===== config.mk =====
export PLATFORM = sky130hd
export DESIGN_NAME = value_list_crud_table_flat
export DESIGN_NICKNAME = d
export VERILOG_FILES = /design/src/vlct_pkg.sv /design/src/vlct_if.sv /design/src/value_list_crud_table.sv /design/src/flat_wrapper.sv
export SDC_FILE = /design/constraint.sdc
export NUM_CORES = 1
export LEC_CHECK = 0
export BUFFER_PORTS_ARGS = -buffer_cell sky130_fd_sc_hd__buf_2
export CAP_MARGIN = 10
export CELL_PAD_IN_SITES_DETAIL_PLACEMENT = 2
export CELL_PAD_IN_SITES_GLOBAL_PLACEMENT = 2
export CORE_MARGIN = 10
export CORE_UTILIZATION = 35
export CTS_BUF_LIST = sky130_fd_sc_hd__clkbuf_4
export DETAILED_ROUTE_END_ITERATION = 8
export HOLD_SLACK_MARGIN = 0.05
export PLACE_DENSITY_LB_ADDON = 0.1
export SLEW_MARGIN = 20
export SYNTH_ARGS = -nofsm -noshare
export SYNTH_HDL_FRONTEND = slang
export SYNTH_SLANG_ARGS = --single-unit

===== constraint.sdc =====
create_clock -name clk -period 6.06 [get_ports clk]
set_input_delay 0.606 -clock clk [delete_from_list [all_inputs] [get_ports clk]]
set_output_delay 0.606 -clock clk [all_outputs]
set_load 0.02 [all_outputs]

===== src/vlct_pkg.sv =====
// Package for the value list table: sizes, operation and status codes,
// controller states and value, index and count helpers. No dependencies.
`default_nettype none

package vlct_pkg;

  localparam int CAPACITY   = 16;
  localparam int VALUE_BITS = 32;

  localparam int KEY_BITS       = 32;
  localparam int OUT_INDEX_BITS = 4;
  localparam int OUT_COUNT_BITS = 5;

  localparam int IDX_BITS   = (CAPACITY > 1) ? $clog2(CAPACITY) : 1;
  localparam int COUNT_BITS = $clog2(CAPACITY + 1);

  typedef logic [VALUE_BITS-1:0] value_t;
  typedef logic [IDX_BITS-1:0]   idx_t;
  typedef logic [COUNT_BITS-1:0] count_t;

  typedef enum logic [1:0] {
    OP_APPEND = 2'd0,
    OP_SEARCH = 2'd1,
    OP_UPDATE = 2'd2,
    OP_DELETE = 2'd3
  } op_t;

  typedef enum logic [1:0] {
    STAT_DONE    = 2'd0,
    STAT_MISSING = 2'd1,
    STAT_FULL    = 2'd2
  } status_t;

  typedef enum logic [1:0] {
    S_IDLE,
    S_SCAN,
    S_SHIFT,
    S_FINISH
  } state_t;

  function automatic value_t fit_value(input logic [KEY_BITS-1:0] v);
    logic [63:0] w;
    w = {32'b0, v};
    return w[VALUE_BITS-1:0];
  endfunction

  function automatic logic [OUT_INDEX_BITS-1:0] to_out_index(input idx_t p);
    logic [15:0] w;
    w = 16'(p);
    return w[OUT_INDEX_BITS-1:0];
  endfunction

  function automatic logic [OUT_COUNT_BITS-1:0] to_out_count(input count_t c);
    logic [15:0] w;
    w = 16'(c);
    return w[OUT_COUNT_BITS-1:0];
  endfunction

endpackage

`default_nettype wire


===== src/vlct_if.sv =====
// Request and response channel interfaces for the value list table.
// Depend on vlct_pkg for the operation and status codes and the field widths.
`default_nettype none

interface vlct_req_if;
  logic                          valid;
  logic                          ready;
  vlct_pkg::op_t                 operation;
  logic [vlct_pkg::KEY_BITS-1:0] key_value;
  logic [vlct_pkg::KEY_BITS-1:0] new_value;

  modport source (output valid, operation, key_value, new_value, input ready);
  modport sink   (input valid, operation, key_value, new_value, output ready);
endinterface

interface vlct_rsp_if;
  logic                                valid;
  logic                                ready;
  vlct_pkg::status_t                   status;
  logic [vlct_pkg::OUT_INDEX_BITS-1:0] match_index;
  logic [vlct_pkg::OUT_COUNT_BITS-1:0] entry_count;

  modport source (output valid, status, match_index, entry_count, input ready);
  modport sink   (input valid, status, match_index, entry_count, output ready);
endinterface

`default_nettype wire


===== src/value_list_crud_table.sv =====
// Value list table: unsorted list in one synchronous RAM with a linear scan.
// Depends on vlct_pkg and the vlct_req_if / vlct_rsp_if interfaces.
//
// Usage:
//   req carries one word per operation: operation, key_value, new_value.
//   rsp returns one word per request: status, match_index, entry_count.
//   Append writes its entry as the request is accepted. Search and update scan
//   the list one entry per cycle through the RAM read port, up to the first
//   match or to the end of the list on a miss. Delete scans to the match,
//   then moves each later entry down one place, one entry per cycle (read and
//   write port each cycle).
//   One request is worked on at a time; req.ready is high only while idle,
//   so the next request can be accepted in the cycle after a result is loaded.
//   A finished result sits in the output register; the next request is
//   accepted while it waits, and that request's result waits in turn until
//   rsp.ready frees the register.
//   Reset clears the count and all control state; the RAM keeps no reset
//   and only entries below the count are ever read.
`default_nettype none

module value_list_crud_table (
  input  wire logic  clk,
  input  wire logic  rst,
  vlct_req_if.sink   req,
  vlct_rsp_if.source rsp
);
  import vlct_pkg::*;

  value_t mem [CAPACITY];
  value_t rdata;

  state_t  state, state_next;
  op_t     op, op_next;
  value_t  key, key_next;
  value_t  repl, repl_next;
  idx_t    ptr, ptr_next;
  count_t  fill, fill_next;
  status_t res_status, res_status_next;
  idx_t    res_index, res_index_next;

  logic                      out_valid, out_valid_next;
  status_t                   out_status, out_status_next;
  logic [OUT_INDEX_BITS-1:0] out_index, out_index_next;
  logic [OUT_COUNT_BITS-1:0] out_count, out_count_next;

  logic   wr_en, rd_en;
  idx_t   wr_addr, rd_addr;
  value_t wr_data;

  count_t ptr_ext;
  logic   more_scan, more_shift;

  assign ptr_ext    = count_t'(ptr);
  assign more_scan  = (ptr_ext + count_t'(1)) < fill;
  assign more_shift = (ptr_ext + count_t'(1)) < (fill - count_t'(1));

  always_ff @(posedge clk) begin
    if (wr_en) begin
      mem[wr_addr] <= wr_data;
    end
    if (rd_en) begin
      rdata <= mem[rd_addr];
    end
  end

  always_ff @(posedge clk) begin
    if (rst) begin
      state     <= S_IDLE;
      fill      <= '0;
      out_valid <= 1'b0;
    end else begin
      state     <= state_next;
      fill      <= fill_next;
      out_valid <= out_valid_next;
    end
    op         <= op_next;
    key        <= key_next;
    repl       <= repl_next;
    ptr        <= ptr_next;
    res_status <= res_status_next;
    res_index  <= res_index_next;
    out_status <= out_status_next;
    out_index  <= out_index_next;
    out_count  <= out_count_next;
  end

  always_comb begin
    state_next      = state;
    op_next         = op;
    key_next        = key;
    repl_next       = repl;
    ptr_next        = ptr;
    fill_next       = fill;
    res_status_next = res_status;
    res_index_next  = res_index;
    out_valid_next  = out_valid && !rsp.ready;
    out_status_next = out_status;
    out_index_next  = out_index;
    out_count_next  = out_count;
    wr_en           = 1'b0;
    wr_addr         = '0;
    wr_data         = '0;
    rd_en           = 1'b0;
    rd_addr         = '0;
    req.ready       = (state == S_IDLE);

    unique case (state)
      S_IDLE: begin
        if (req.valid) begin
          op_next         = req.operation;
          key_next        = fit_value(req.key_value);
          repl_next       = fit_value(req.new_value);
          ptr_next        = '0;
          res_index_next  = '0;
          res_status_next = STAT_DONE;
          if (req.operation == OP_APPEND) begin
            if (fill == count_t'(CAPACITY)) begin
              res_status_next = STAT_FULL;
            end else begin
              wr_en          = 1'b1;
              wr_addr        = fill[IDX_BITS-1:0];
              wr_data        = fit_value(req.key_value);
              res_index_next = fill[IDX_BITS-1:0];
              fill_next      = fill + count_t'(1);
            end
            state_next = S_FINISH;
          end else if (fill == '0) begin
            res_status_next = STAT_MISSING;
            state_next      = S_FINISH;
          end else begin
            rd_en      = 1'b1;
            rd_addr    = '0;
            state_next = S_SCAN;
          end
        end
      end

      S_SCAN: begin
        if (rdata == key) begin
          res_status_next = STAT_DONE;
          res_index_next  = ptr;
          state_next      = S_FINISH;
          unique case (op)
            OP_UPDATE: begin
              wr_en   = 1'b1;
              wr_addr = ptr;
              wr_data = repl;
            end
            OP_DELETE: begin
              if (more_scan) begin
                rd_en      = 1'b1;
                rd_addr    = idx_t'(ptr_ext + count_t'(1));
                state_next = S_SHIFT;
              end else begin
                fill_next = fill - count_t'(1);
              end
            end
            OP_SEARCH, OP_APPEND: begin
            end
          endcase
        end else if (more_scan) begin
          rd_en    = 1'b1;
          rd_addr  = idx_t'(ptr_ext + count_t'(1));
          ptr_next = idx_t'(ptr_ext + count_t'(1));
        end else begin
          res_status_next = STAT_MISSING;
          res_index_next  = '0;
          state_next      = S_FINISH;
        end
      end

      S_SHIFT: begin
        wr_en   = 1'b1;
        wr_addr = ptr;
        wr_data = rdata;
        if (more_shift) begin
          rd_en    = 1'b1;
          rd_addr  = idx_t'(ptr_ext + count_t'(2));
          ptr_next = idx_t'(ptr_ext + count_t'(1));
        end else begin
          fill_next  = fill - count_t'(1);
          state_next = S_FINISH;
        end
      end

      S_FINISH: begin
        if (!out_valid || rsp.ready) begin
          out_valid_next  = 1'b1;
          out_status_next = res_status;
          out_index_next  = to_out_index(res_index);
          out_count_next  = to_out_count(fill);
          state_next      = S_IDLE;
        end
      end
    endcase
  end

  assign rsp.valid       = out_valid;
  assign rsp.status      = out_status;
  assign rsp.match_index = out_index;
  assign rsp.entry_count = out_count;

  a_fill_bound: assert property (@(posedge clk) disable iff (rst)
    fill <= count_t'(CAPACITY))
    else $error("entry count above capacity");

  a_one_at_a_time: assert property (@(posedge clk) disable iff (rst)
    req.valid && req.ready |=> !req.ready)
    else $error("request accepted while previous one in flight");

  a_shift_ports: assert property (@(posedge clk) disable iff (rst)
    state == S_SHIFT && rd_en |-> rd_addr != wr_addr)
    else $error("shift reads the entry it writes");

  a_finish_load: assert property (@(posedge clk) disable iff (rst)
    state == S_FINISH && !out_valid |=> out_valid && state == S_IDLE)
    else $error("free output register not loaded");

endmodule

`default_nettype wire

===== src/flat_wrapper.sv =====
// flat-port wrapper written by rule: the top's interface ports become plain ports
module value_list_crud_table_flat import vlct_pkg::*;
  (clk, rst, req_valid, req_operation, req_key_value, req_new_value, req_ready, rsp_valid, rsp_status, rsp_match_index, rsp_entry_count, rsp_ready);
  vlct_req_if req_i ();
  vlct_rsp_if rsp_i ();
  input  wire logic clk;
  input  wire logic rst;
  input wire logic [$bits(req_i.valid)-1:0] req_valid;
  input wire logic [$bits(req_i.operation)-1:0] req_operation;
  input wire logic [$bits(req_i.key_value)-1:0] req_key_value;
  input wire logic [$bits(req_i.new_value)-1:0] req_new_value;
  output wire logic [$bits(req_i.ready)-1:0] req_ready;
  output wire logic [$bits(rsp_i.valid)-1:0] rsp_valid;
  output wire logic [$bits(rsp_i.status)-1:0] rsp_status;
  output wire logic [$bits(rsp_i.match_index)-1:0] rsp_match_index;
  output wire logic [$bits(rsp_i.entry_count)-1:0] rsp_entry_count;
  input wire logic [$bits(rsp_i.ready)-1:0] rsp_ready;
  assign req_i.valid = req_valid;
  assign req_i.operation = req_operation;
  assign req_i.key_value = req_key_value;
  assign req_i.new_value = req_new_value;
  assign req_ready = req_i.ready;
  assign rsp_valid = rsp_i.valid;
  assign rsp_status = rsp_i.status;
  assign rsp_match_index = rsp_i.match_index;
  assign rsp_entry_count = rsp_i.entry_count;
  assign rsp_i.ready = rsp_ready;
  value_list_crud_table u_core (.clk(clk), .rst(rst), .req(req_i), .rsp(rsp_i));
endmodule

==> results.py <==
metrics = {
    "status": {
        "status": "complete, no violations",
    },
    "logic_synthesis": {
        "synth-compound-area-share": 0.115,
        "synth_cell_type_count": 58,
        "synth_seq_cells": 639,
        "synthCells": 1660,
        "synth_adder_area_share": 0.00821,
        "synth_top_cell_by_area": "edfxtp_1",
        "synth_edf_count": 631,
        "synth_ff_type": "edfxtp_1",
        "synth_fp_nets": 1747,
        "synth_top_family_by_area": "compound AO/OA/AOI/OAI gates",
        "syn_area_per_cell_um2": 15.6,
        "ys_async_sr_fraction": 0,
        "synth_top_area_share": 0.732,
        "synth_xor_area_frac": 0.0142,
        "synth_area_leaders": "edfxtp_1, a221oi_1, a21oi_1",
        "ys_seq_area_frac": 0.738,
        "syn_area_um2": 25900,
        "synthSimpleGateAreaFrac": 0.0670,
        "yosysWarningCount": 0,
        "muxShareOfSynthArea": 0.0251,
    },
    "floorplanning": {
        "io_pins": 83,
        "start_util": 0.354,
        "die-area_um2": 85300,
        "dieHeight_um": 292,
        "num_rows": 99,
        "core-area_um2": 73200,
        "die_x_um": 292,
    },
    "layout": {
        "final_cell_mix": "edfxtp_1, clkbuf_4, nand2_1",
        "final_layout_size_suffix_gt1_frac": 0.241,
        "layout.nets": 2000,
        "area_growth_pct": 17.3,
        "mostFrequentLayoutCell": "edfxtp_1",
        "design_area_um2": 30400,
    },
    "power_and_ir_drop": {
        "p_switching_w": 0.00489,
        "pwr-share-comb": 0.282,
        "swShare": 0.351,
        "p_leak_nw": 11.0,
        "clkPwrFrac": 0.288,
        "p_int_w": 0.00904,
        "power_w": 0.0139,
        "p_per_area_nw_per_um2": 458,
        "seq_power_share": 0.430,
        "ir_drop_mv": 0.194,
    },
    "timing": {
        "maxSlewHeadroom": 0.275,
        "setup_tns_ns": 0,
        "fin_hold_ws_ns": 0.173,
        "finalHoldViolCount": 0,
        "finalClockSkew_ns": 0.0592,
        "post-route-worst-setup-slack_ns": 1.31,
        "setup_viol": 0,
        "tightest_slew_ns": 1.08,
        "post-route-period-util": 0.784,
        "post-route-min-period_ns": 4.75,
        "max_freq_mhz": 210,
        "finalMaxSlewViolations": 0,
        "rsz0062_at_grt": "false",
    },
    "placed_design": {
        "place_area_um2": 27400,
        "io_buffers": 82,
        "dp_hpwl_um": 47100,
        "preCtsSetupSlack_ns": 1.26,
        "gp_congestion": 0.736,
    },
    "route": {
        "postRouteAntennaNets": 0,
        "drt_wl_total_um": 87500,
        "drt_iter0_drc": 1199,
        "vias": 16500,
        "drc": 0,
        "viasPerCell": 5.48,
        "drtPass1Iterations": 5,
        "avgRoutedWirePerCell_um": 29.1,
    },
    "clock_tree": {
        "clock_sinks": 639,
        "htreeDepth": 4,
        "root_buffer": "clkbuf_4",
        "clk_latency_ns": 1.00,
        "clockBufferDepth": 3,
        "post_cts_resized": 0,
        "post_cts_buffers": 0,
        "clk_pin_slew_ns": 0.07,
        "cts_tree": "done",
        "numCtsBuffers": 177,
    },
    "global_routing": {
        "overflow": 0,
        "antenna_found_initial": 2,
        "grt_max_degree": 129,
        "grt_pass1_vias": 18200,
        "grtUsageTotal": 0.204,
        "grt_pass1_wl_um": 127000,
    },
    "flow_run": {
        "max_cap_violations": 0,
    },
    "hold_path": {
        "worstHoldPathType": "in2reg",
    },
    "worst_setup_path": {
        "critPathKind": "reg2reg",
        "cp-end-kind": "flip-flop",
        "cp_max_fo": 42,
        "start_kind": "flip-flop",
        "worstPathRequired_ns": 6.74,
        "arrival_ns": 5.44,
    },
}
==> worst max-delay path, cell delays in order (launching register included) <==
cell and delay (ns):
edfxtp_1 0.51, ha_1 0.27, nand2_1 0.09, xor2_1 0.38, inv_1 0.13, ha_1 0.30, inv_1 0.04, o31ai_1 0.54
a211oi_2 0.33, a21oi_4 0.36, buf_4 0.54, mux2i_1 0.25, a221oi_1 0.10, or4_1 0.59
==> cell type report <==
type / instances / area [um^2]
Fill cell: 7201 / 42800
Inverter: 18 / 68.8
Clock inverter: 39 / 259
Timing Repair Buffer: 191 / 1530
Sequential cell: 639 / 19100
Antenna cell: 8 / 20.0
Multi-Input combinational cell: 886 / 6170
Tap cell: 959 / 1200
Clock buffer: 269 / 2020
==> synth_stat cells, types with 3 or more instances <==
cell       number
ha_1           17
nor2_1         65
a21oi_2        31
a222oi_1       32
a22oi_1         3
or3_1           3
o21a_1          3
nand3_1         9
xnor2_1         7
a21oi_1       141
xor2_1         35
clkbuf_8       22
mux2i_1        65
and3_1          3
edfxtp_1      631
clkbuf_1       52
buf_1           6
nor2b_1         6
o21ai_0         7
a221oi_1      128
or4_1          32
buf_6           8
buf_4           8
a2bb2oi_1       3
inv_1          18
and2_1         39
nand2_1       174
a211oi_1       36
dfxtp_1         8
nor3_1          6
buf_2          19
nor4_2          7
nor3b_1         3
o31ai_1         4
==> per-stage QoR <==
stage,utilization,cells
floorplan,-,1660
global placement,0.373,2624
detailed placement,0.374,2625
CTS,0.414,3001
global route,0.415,3009
finish,0.415,3009
==> flip-flops by register name (all words and copies together) (netlist names) <==
name	flops
u_core.rsp.match_index	4
u_core.mem	512
u_core.rsp.entry_count	5
u_core.res_status	2
u_core.key	32
u_core.op	2
u_core.rdata	32
u_core.rsp.valid	1
u_core.ptr	4
u_core.rsp.status	2
u_core.fill	5
u_core.res_index	4
u_core.repl	32
u_core.state	2
==> metal layers <==
layer,routed length (um),up-vias,track usage
li1,-,7229,-
met1,39100,8677,0.269
met2,43100,454,0.342
met3,3650,137,0.0346
met4,1700,0,0.0578
met5,0,-,0
==> power by group through the flow <==
stage	combinational, W	sequential (W)	clock, W
5_1_grt	0.00429	0.00603	0.00438
2_1_floorplan	0.00239	0.00599	0
6_report	0.00392	0.00599	0.00402
3_3_place_gp	0.00379	0.00607	0
4_1_cts	0.00400	0.00599	0.00415
3_5_place_dp	0.00395	0.00608	0
==> path summary, 6_finish.rpt <==
path,start,to,slack [ns],cells past startpoint
max,u_core.ptr[2],u_core.rdata[13],1.31,13
min reg2reg,u_core.res_index[1],u_core.rsp.match_index[1],0.42,0
min,req_valid,u_core.ptr[3],0.17,3
max reg2reg,u_core.ptr[2],u_core.rdata[13],1.31,13
==> cells by family after synthesis <==
logic type,count (synthesis)
mux,65
xor+xnor,42
compound gates,404
buf+inv,135
flops,639
fa+ha+maj,17
simple gates,358
==> timing repair <==
action,4_1_cts,5_1_grt
endpoints found under the hold margin,75,0
hold buffers,68,0
endpoints found under the setup margin,0,0
Note: power is estimated with default switching activity, not from simulation.
